File: src/sv/spq_pkg.sv
// spq_pkg: shared constants and types for the sorted priority queue.
// No dependencies; used by the interfaces and by sorted_priority_queue.
package spq_pkg;

  localparam int SPQ_DEPTH         = 16;
  localparam int SPQ_PAYLOAD_BITS  = 32;
  localparam int SPQ_PRIORITY_BITS = 16;
  localparam int SPQ_OCC_BITS      = 5;

  localparam logic OP_INSERT = 1'b0;
  localparam logic OP_REMOVE = 1'b1;

  typedef enum logic [1:0] {
    ST_DONE  = 2'd0,
    ST_FULL  = 2'd1,
    ST_EMPTY = 2'd2
  } spq_status_t;

  typedef enum logic [2:0] {
    S_IDLE,
    S_SCAN,
    S_PLACE,
    S_HEAD,
    S_EMIT
  } spq_state_t;

endpackage

File: src/sv/spq_if.sv
// spq_req_if / spq_rsp_if: valid-ready channels for queue requests and results.
// Depends on spq_pkg for default widths.
interface spq_req_if #(
  parameter int PAYLOAD_BITS  = spq_pkg::SPQ_PAYLOAD_BITS,
  parameter int PRIORITY_BITS = spq_pkg::SPQ_PRIORITY_BITS
) ();
  logic                     valid;
  logic                     ready;
  logic                     operation;
  logic [PAYLOAD_BITS-1:0]  payload;
  logic [PRIORITY_BITS-1:0] priority_req;

  modport source (output valid, output operation, output payload, output priority_req,
                  input ready);
  modport sink   (input valid, input operation, input payload, input priority_req,
                  output ready);
endinterface

interface spq_rsp_if #(
  parameter int PAYLOAD_BITS  = spq_pkg::SPQ_PAYLOAD_BITS,
  parameter int PRIORITY_BITS = spq_pkg::SPQ_PRIORITY_BITS,
  parameter int OCC_BITS      = spq_pkg::SPQ_OCC_BITS
) ();
  logic                     valid;
  logic                     ready;
  logic [1:0]               status;
  logic [PAYLOAD_BITS-1:0]  payload_out;
  logic [PRIORITY_BITS-1:0] priority_out;
  logic [OCC_BITS-1:0]      occupancy;

  modport source (output valid, output status, output payload_out, output priority_out,
                  output occupancy, input ready);
  modport sink   (input valid, input status, input payload_out, input priority_out,
                  input occupancy, output ready);
endinterface

File: src/sv/spq_ram.sv
// spq_ram: entry store, one write port and one read port, registered read data.
// No dependencies.
module spq_ram #(
  parameter int DEPTH = 16,
  parameter int WIDTH = 48
) (
  input  logic                     clk,
  input  logic                     we,
  input  logic [$clog2(DEPTH)-1:0] waddr,
  input  logic [WIDTH-1:0]         wdata,
  input  logic                     re,
  input  logic [$clog2(DEPTH)-1:0] raddr,
  output logic [WIDTH-1:0]         rdata
);

  logic [WIDTH-1:0] mem [DEPTH];

  always_ff @(posedge clk) begin
    if (we) begin
      mem[waddr] <= wdata;
    end
  end

  always_ff @(posedge clk) begin
    if (re) begin
      rdata <= mem[raddr];
    end
  end

endmodule

File: src/sv/sorted_priority_queue.sv
// sorted_priority_queue: stable sorted priority queue over a circular entry RAM.
// Reject or insert into empty: goes straight to S_EMIT. Remove: S_HEAD, then S_EMIT.
// Other inserts scan from the tail past every stored entry with priority strictly above the new one
// (each is read and moved up one slot, one RAM access pair per cycle).
// Next request is taken once the previous one has reached the output register.
// Synchronous active-low reset empties the queue; RAM contents are not cleared.
module sorted_priority_queue #(
  parameter int DEPTH         = spq_pkg::SPQ_DEPTH,
  parameter int PAYLOAD_BITS  = spq_pkg::SPQ_PAYLOAD_BITS,
  parameter int PRIORITY_BITS = spq_pkg::SPQ_PRIORITY_BITS
) (
  input  logic      clk,
  input  logic      rst_n,
  spq_req_if.sink   in_req,
  spq_rsp_if.source out_rsp
);
  import spq_pkg::*;

  localparam int AW      = $clog2(DEPTH);
  localparam int CW      = $clog2(DEPTH + 1);
  localparam int ENTRY_W = PAYLOAD_BITS + PRIORITY_BITS;
  localparam logic [CW-1:0] FULL_CNT = CW'(DEPTH);

  spq_state_t state_r, state_nxt;
  logic [AW-1:0] head_r, head_nxt;
  logic [CW-1:0] count_r, count_nxt;
  logic [AW-1:0] idx_r, idx_nxt;
  logic          out_valid_r, out_valid_nxt;

  logic [PAYLOAD_BITS-1:0]  new_pay_r;
  logic [PRIORITY_BITS-1:0] new_pri_r;
  spq_status_t              res_status_r, res_status_nxt;
  logic [PAYLOAD_BITS-1:0]  res_pay_r, res_pay_nxt;
  logic [PRIORITY_BITS-1:0] res_pri_r, res_pri_nxt;

  spq_status_t              out_status_r;
  logic [PAYLOAD_BITS-1:0]  out_pay_r;
  logic [PRIORITY_BITS-1:0] out_pri_r;
  logic [SPQ_OCC_BITS-1:0]  out_occ_r;

  logic                 accept;
  logic                 out_load;
  logic                 ram_we, ram_re;
  logic [AW-1:0]        ram_waddr, ram_raddr;
  logic [ENTRY_W-1:0]   ram_wdata, ram_rdata;
  logic [PRIORITY_BITS-1:0] rd_pri;
  logic [PAYLOAD_BITS-1:0]  rd_pay;
  logic [CW-1:0]            cnt_m1;
  logic [SPQ_OCC_BITS+CW-1:0] occ_wide;

  function automatic logic [AW-1:0] phys(input logic [AW-1:0] base,
                                         input logic [AW-1:0] ofs);
    logic [AW:0] s;
    s = {1'b0, base} + {1'b0, ofs};
    if (s >= (AW+1)'(DEPTH)) begin
      s = s - (AW+1)'(DEPTH);
    end
    return s[AW-1:0];
  endfunction

  spq_ram #(
    .DEPTH (DEPTH),
    .WIDTH (ENTRY_W)
  ) u_ram (
    .clk   (clk),
    .we    (ram_we),
    .waddr (ram_waddr),
    .wdata (ram_wdata),
    .re    (ram_re),
    .raddr (ram_raddr),
    .rdata (ram_rdata)
  );

  assign rd_pri   = ram_rdata[ENTRY_W-1:PAYLOAD_BITS];
  assign rd_pay   = ram_rdata[PAYLOAD_BITS-1:0];
  assign cnt_m1   = count_r - 1'b1;
  assign accept   = in_req.valid && in_req.ready;
  assign occ_wide = {{SPQ_OCC_BITS{1'b0}}, count_r};

  always_comb begin
    state_nxt      = state_r;
    head_nxt       = head_r;
    count_nxt      = count_r;
    idx_nxt        = idx_r;
    res_status_nxt = res_status_r;
    res_pay_nxt    = res_pay_r;
    res_pri_nxt    = res_pri_r;
    out_load       = 1'b0;
    out_valid_nxt  = out_valid_r && !out_rsp.ready;
    ram_we         = 1'b0;
    ram_waddr      = phys(head_r, idx_r + 1'b1);
    ram_wdata      = {new_pri_r, new_pay_r};
    ram_re         = 1'b0;
    ram_raddr      = head_r;
    in_req.ready   = (state_r == S_IDLE);

    case (state_r)
      S_IDLE: begin
        if (in_req.valid) begin
          res_pay_nxt = '0;
          res_pri_nxt = '0;
          state_nxt   = S_EMIT;
          if (in_req.operation == OP_INSERT) begin
            if (count_r == FULL_CNT) begin
              res_status_nxt = ST_FULL;
            end else if (count_r == '0) begin
              ram_we         = 1'b1;
              ram_waddr      = head_r;
              ram_wdata      = {in_req.priority_req, in_req.payload};
              count_nxt      = count_r + 1'b1;
              res_status_nxt = ST_DONE;
            end else begin
              ram_re    = 1'b1;
              ram_raddr = phys(head_r, cnt_m1[AW-1:0]);
              idx_nxt   = cnt_m1[AW-1:0];
              state_nxt = S_SCAN;
            end
          end else begin
            if (count_r == '0) begin
              res_status_nxt = ST_EMPTY;
            end else begin
              ram_re    = 1'b1;
              ram_raddr = head_r;
              state_nxt = S_HEAD;
            end
          end
        end
      end
      S_SCAN: begin
        ram_we = 1'b1;
        if (rd_pri > new_pri_r) begin
          // move entry up one slot, keep walking toward the head
          ram_wdata = ram_rdata;
          if (idx_r == '0) begin
            state_nxt = S_PLACE;
          end else begin
            ram_re    = 1'b1;
            ram_raddr = phys(head_r, idx_r - 1'b1);
            idx_nxt   = idx_r - 1'b1;
          end
        end else begin
          count_nxt      = count_r + 1'b1;
          res_status_nxt = ST_DONE;
          state_nxt      = S_EMIT;
        end
      end
      S_PLACE: begin
        ram_we         = 1'b1;
        ram_waddr      = head_r;
        count_nxt      = count_r + 1'b1;
        res_status_nxt = ST_DONE;
        state_nxt      = S_EMIT;
      end
      S_HEAD: begin
        res_pay_nxt    = rd_pay;
        res_pri_nxt    = rd_pri;
        res_status_nxt = ST_DONE;
        head_nxt       = phys(head_r, AW'(1));
        count_nxt      = cnt_m1;
        state_nxt      = S_EMIT;
      end
      S_EMIT: begin
        if (!out_valid_r || out_rsp.ready) begin
          out_load      = 1'b1;
          out_valid_nxt = 1'b1;
          state_nxt     = S_IDLE;
        end
      end
      default: begin
        state_nxt = S_IDLE;
      end
    endcase
  end

  always_ff @(posedge clk) begin
    if (!rst_n) begin
      state_r     <= S_IDLE;
      head_r      <= '0;
      count_r     <= '0;
      idx_r       <= '0;
      out_valid_r <= 1'b0;
    end else begin
      state_r     <= state_nxt;
      head_r      <= head_nxt;
      count_r     <= count_nxt;
      idx_r       <= idx_nxt;
      out_valid_r <= out_valid_nxt;
    end
  end

  always_ff @(posedge clk) begin
    res_status_r <= res_status_nxt;
    res_pay_r    <= res_pay_nxt;
    res_pri_r    <= res_pri_nxt;
    if (accept) begin
      new_pay_r <= in_req.payload;
      new_pri_r <= in_req.priority_req;
    end
    if (out_load) begin
      out_status_r <= res_status_r;
      out_pay_r    <= res_pay_r;
      out_pri_r    <= res_pri_r;
      out_occ_r    <= occ_wide[SPQ_OCC_BITS-1:0];
    end
  end

  assign out_rsp.valid        = out_valid_r;
  assign out_rsp.status       = out_status_r;
  assign out_rsp.payload_out  = out_pay_r;
  assign out_rsp.priority_out = out_pri_r;
  assign out_rsp.occupancy    = out_occ_r;

endmodule
File: src/flat_wrapper.sv
// flat-port wrapper written by rule: the top's interface ports become plain ports
module sorted_priority_queue_flat import spq_pkg::*;
#(
  parameter int DEPTH         = spq_pkg::SPQ_DEPTH,
  parameter int PAYLOAD_BITS  = spq_pkg::SPQ_PAYLOAD_BITS,
  parameter int PRIORITY_BITS = spq_pkg::SPQ_PRIORITY_BITS
)
  (clk, rst_n, in_req_valid, in_req_operation, in_req_payload, in_req_priority_req, in_req_ready, out_rsp_valid, out_rsp_status, out_rsp_payload_out, out_rsp_priority_out, out_rsp_occupancy, out_rsp_ready);
  spq_req_if #(.PAYLOAD_BITS(PAYLOAD_BITS), .PRIORITY_BITS(PRIORITY_BITS)) in_req_i ();
  spq_rsp_if #(.PAYLOAD_BITS(PAYLOAD_BITS), .PRIORITY_BITS(PRIORITY_BITS)) out_rsp_i ();
  input  logic clk;
  input  logic rst_n;
  input wire logic [$bits(in_req_i.valid)-1:0] in_req_valid;
  input wire logic [$bits(in_req_i.operation)-1:0] in_req_operation;
  input wire logic [$bits(in_req_i.payload)-1:0] in_req_payload;
  input wire logic [$bits(in_req_i.priority_req)-1:0] in_req_priority_req;
  output wire logic [$bits(in_req_i.ready)-1:0] in_req_ready;
  output wire logic [$bits(out_rsp_i.valid)-1:0] out_rsp_valid;
  output wire logic [$bits(out_rsp_i.status)-1:0] out_rsp_status;
  output wire logic [$bits(out_rsp_i.payload_out)-1:0] out_rsp_payload_out;
  output wire logic [$bits(out_rsp_i.priority_out)-1:0] out_rsp_priority_out;
  output wire logic [$bits(out_rsp_i.occupancy)-1:0] out_rsp_occupancy;
  input wire logic [$bits(out_rsp_i.ready)-1:0] out_rsp_ready;
  assign in_req_i.valid = in_req_valid;
  assign in_req_i.operation = in_req_operation;
  assign in_req_i.payload = in_req_payload;
  assign in_req_i.priority_req = in_req_priority_req;
  assign in_req_ready = in_req_i.ready;
  assign out_rsp_valid = out_rsp_i.valid;
  assign out_rsp_status = out_rsp_i.status;
  assign out_rsp_payload_out = out_rsp_i.payload_out;
  assign out_rsp_priority_out = out_rsp_i.priority_out;
  assign out_rsp_occupancy = out_rsp_i.occupancy;
  assign out_rsp_i.ready = out_rsp_ready;
  sorted_priority_queue #(.DEPTH(DEPTH), .PAYLOAD_BITS(PAYLOAD_BITS), .PRIORITY_BITS(PRIORITY_BITS)) u_core (.clk(clk), .rst_n(rst_n), .in_req(in_req_i), .out_rsp(out_rsp_i));
endmodule
File: config.mk
export PLATFORM = sky130hd
export DESIGN_NAME = sorted_priority_queue_flat
export DESIGN_NICKNAME = d
export VERILOG_FILES = /design/src/sv/spq_pkg.sv /design/src/sv/spq_if.sv /design/src/sv/spq_ram.sv /design/src/sv/sorted_priority_queue.sv /design/src/flat_wrapper.sv
export SDC_FILE = /design/constraint.sdc
export NUM_CORES = 1
export LEC_CHECK = 0
export BUFFER_PORTS_ARGS = -buffer_cell sky130_fd_sc_hd__buf_2
export CELL_PAD_IN_SITES_DETAIL_PLACEMENT = 0
export CELL_PAD_IN_SITES_GLOBAL_PLACEMENT = 1
export CORE_MARGIN = 5
export CORE_UTILIZATION = 54
export DETAILED_ROUTE_END_ITERATION = 6
export MAX_ROUTING_LAYER = met4
export PLACE_DENSITY = 0.84
export RECOVER_POWER = 25
export SYNTH_ARGS = -nofsm -noshare
export SYNTH_HDL_FRONTEND = slang
export SYNTH_SLANG_ARGS = --single-unit
File: constraint.sdc
create_clock -name clk -period 9.63 [get_ports clk]
set_input_delay 1.926 -clock clk [delete_from_list [all_inputs] [get_ports clk]]
set_output_delay 1.926 -clock clk [all_outputs]
set_load 0.01 [all_outputs]
==> Implementation_results.wiki <==
{| class="wikitable"
! Metric !! Value
|-
| Clock transition at the registers of the reported paths || 0.06 ns
|-
| Clock Sink Count || 986
|-
| P per Cell Area || 269 nW/um^2
|-
| Sequential fraction of the synthesis area || 76.4%
|-
| Die Span Y || 277 um
|-
| Mean instance size in the synthesized netlist || 18.2 um^2
|-
| Placeable core area || 71100 um^2
|-
| Ratio of routed vias to standard cells || 6.19
|-
| Failing checks || max-capacitance violations, max-slew violations
|-
| Pre-CTS setup slack || 3.56 ns
|-
| Final worst-path cycle share || 76.2%
|-
| Count leader, synth || edfxtp_1
|-
| Proportion of synthesized area in mux cells || 10.0%
|-
| Rel. slew slack || -183%
|-
| HPWL after DPL || 46000 um
|-
| Setup TNS || 0 ns
|-
| Result of the run || complete, but fails checks
|-
| # rows || 98
|-
| Final max-slew violation count || 284
|-
| Data required, critical path || 10.03 ns
|-
| Count of buffers added by post-CTS timing repair for setup || 0
|-
| Total via count after detailed routing || 20288
|-
| Adder-cell area share of the yosys netlist || 1.13%
|-
| Maximum VDD drop || 0.171 mV
|-
| Routing usage on met1 || 32.9%
|-
| Maximum achievable frequency || 0.136 GHz
|-
| Synthesized-area fraction occupied by xor and xnor cells || 0.497%
|-
| Final setup violating endpoints || 0
|-
| Clock group share of total power || 32.9%
|-
| Wire length of the first global-routing pass || 133000 um
|-
| Compound-gate portion of the synthesized area || 6.15%
|-
| Syn-to-layout area delta || 11.7%
|-
| Series of cell instances along the critical path || ha_1, nand4_1, nor4_1, a21boi_2, o31ai_1, nor2_1, clkbuf_1, a222oi_1, inv_1
|-
| Number of buffers added by the clock tree synthesis step || 96
|-
| CTS tree || yes
|-
| Initial antenna violation count || 1
|-
| Number of fill cells in the layout || 5062
|-
| Number of antenna-violating nets in the routed design || 0
|-
| Worst Hold Class || reg -> reg
|-
| Die Area || 76800 um^2
|-
| Min Clock Period, post-route || 7.34 ns
|-
| Arrival time of data at the critical path endpoint || 7.74 ns
|-
| Flops & latches, synth || 986
|-
| Share of layout cells above drive strength 1 || 9.20%
|-
| Launching element type of the critical path || flop
|-
| Number of nets in the synthesized netlist || 2207
|-
| Number of max-cap violations || 7
|-
| Number of global-route vias before repair || 20357
|-
| Count of mapped cells out of synthesis || 2121
|-
| Met3 demand-to-capacity share in global routing || 4.38%
|-
| Most frequent cells after synthesis || 969 x edfxtp_1, 385 x mux2i_1, 192 x a22oi_1
|-
| Bufs on Longest Clock Path || 3
|-
| Average routed wire per standard cell || 27.6 um
|-
| Net switching power || 3.18 mW
|-
| Multi-input gate area || 8240 um^2
|-
| Overflow after GRT || 0
|-
| Antenna cell count || 0
|-
| Number of unique standard cell types used by synthesis || 54
|-
| Proportion of power drawn by combinational gates || 17.6%
|-
| Main combinational cell family by area after synthesis || multiplexers
|-
| Cell type of the slowest stage on the worst timing path || clkbuf_1
|-
| Hold bufs inserted after CTS || 0
|-
| Library cell used as clock root buffer || clkbuf_16
|-
| Crit-path max FO || 40
|-
| Slew @ Worst Pin || 4.25 ns
|-
| Synth warnings || 0
|-
| Cell types occupying the most area after synthesis || edfxtp_1 76%, mux2i_1 10%, a22oi_1 3.7%
|-
| Global Route met2 Usage || 36.5%
|-
| Net switching fraction of the power || 27.4%
|-
| Violation count after the first detailed-route iteration || 2767
|-
| Die extent in x || 277 um
|-
| TritonRoute pass-1 iters || 7
|-
| Final hold vios || 0
|-
| Critical path buffer and inverter count || 2
|-
| Critical path endpoint category || flop
|-
| Worst-Skew Late Latency || 0.66 ns
|-
| Category of cells accounting for the largest share of critical-path delay || buffers and inverters
|-
| Largest incremental delay on the critical path || 2.06 ns
|-
| Combined global-route utilization of all metal layers || 23.6%
|-
| H-Tree Level Count || 3
|-
| Footprint of the flip-flops and latches || 29400 um^2
|-
| Routed wire length || 90500 um
|-
| Critical path type || reg -> reg
|-
| PnR worst setup slack || 2.29 ns
|-
| IO buf count || 109
|-
| Number of synthesized flops with an enable pin || 969
|-
| Routing layer with the top usage in global route || met2
|-
| Starting Density || 54.2%
|-
| DRC violation count after routing || 0
|-
| Dominant synthesized flop cell || edfxtp_1
|-
| Final-stage net count || 2334
|-
| Setup repair after global routing missed its margin || false
|-
| Sequential cell fraction of total power || 49.5%
|-
| Fraction of post-synthesis cell area in the top cell type by area || 75.5%
|-
| Share of synthesized cell area in and, or, nand and nor gates || 3.24%
|-
| I/O pin count || 110
|-
| Final weighted congestion in routability-driven placement || 0.851
|-
| CTS-repair resized insts || 0
|-
| Final Skew || 0.0225 ns
|-
| Pin count of the biggest net entering global routing || 159
|-
| Int Pwr || 8.41 mW
|-
| Synth Cell Area || 38500 um^2
|-
| Cell type with the largest total area after synthesis || edfxtp_1
|-
| Fraction of synthesis flops using an asynchronous set or reset pin || 0%
|-
| Leakage dissipation || 16.2 nW
|}
power groups by stage:
stage               Combinational [mW]  Clock [mW]  Sequential, mW
global placement                  1.97           0            5.79
finish                            2.04        3.81            5.73
global route                      2.19        4.04            5.76
detailed placement                2.05           0            5.81
CTS                               2.06        3.84            5.72
floorplan                         1.33           0            5.79
logic make-up (layout without fill, tap and decap cells):
kind of cell,count (synthesis),in the layout
AO/OA/AOI/OAI,301,301
XOR/XNOR,21,21
adder cells (fa/ha/maj),33,33
AND/OR/NAND/NOR,203,203
flip-flops,986,986
buffers and inverters,192,396
multiplexers,385,385
worst paths after layout:
kind	from	end	slack, ns	cells past startpoint
worst max register to register	u_core.u_ram.rdata[46]	u_core.u_ram.mem[11][40]	2.29	9
worst max-delay path	u_core.u_ram.rdata[46]	u_core.u_ram.mem[11][40]	2.29	9
worst min-delay path	u_core.res_pay_r[28]	u_core.out_rsp.payload_out[28]	0.41	0
worst min register to register	u_core.res_pay_r[28]	u_core.out_rsp.payload_out[28]	0.41	0
flip-flops by register name (all words and copies together), names as in the netlist, 16 cells and up:
register,count
u_core.u_ram.mem,768
u_core.u_ram.rdata,48
u_core.new_pay_r,32
u_core.out_rsp.payload_out,32
u_core.res_pay_r,32
u_core.new_pri_r,16
u_core.out_rsp.priority_out,16
u_core.res_pri_r,16
layer usage:
| layer | wire length (um) | part of all wire (%) |
|---|---|---|
| met1 | 36900 | 41 |
| met2 | 43200 | 48 |
| met3 | 8500 | 9.4 |
| met4 | 1910 | 2.1 |
| met5 | 0 | 0 |
final cells by class:
cell class | count | area share (%)
clock buffer | 111 | 5.81
inverter | 80 | 0.698
sequential | 986 | 68.4
clock inverter | 64 | 1.62
tap | 950 | 2.76
multi-input combinational | 943 | 19.1
timing repair buffer | 141 | 1.56
stage by stage:
stage	power (mW)	cells	utilization, %	cell area (um^2)	hold WS, ns
floorplan	7.12	2121	-	38500	0.400
global placement	7.76	3100	56.3	40000	0.400
detailed placement	7.85	3100	56.3	40000	0.405
CTS	11.6	3275	60.8	43200	0.414
global route	12.0	3275	60.5	43000	0.420
finish	11.6	3275	60.5	43000	0.411
cell usage in the layout, fill, tap and decap left out, types with 4 or more instances in the layout:
cell and instances:
a21o_1 8, xnor2_1 13, nand2_1 16, clkinv_1 19, nor2_1 30, nand2b_1 4
a21oi_1 19, o21ai_0 6, clkinv_2 22, dfxtp_1 17, nor3_1 6, a31oi_1 5
bufinv_16 13, clkbuf_1 114, buf_2 13, clkbuf_16 98, inv_1 80, mux2i_1 385
and2_0 32, and4_1 48, xor2_1 7, and3_4 4, a22oi_1 192, edfxtp_1 969
ha_1 30, buf_4 25, and2_1 19, nand4_1 5, nor2_4 16, a222oi_1 49
Power figures use the tool's default switching activity.
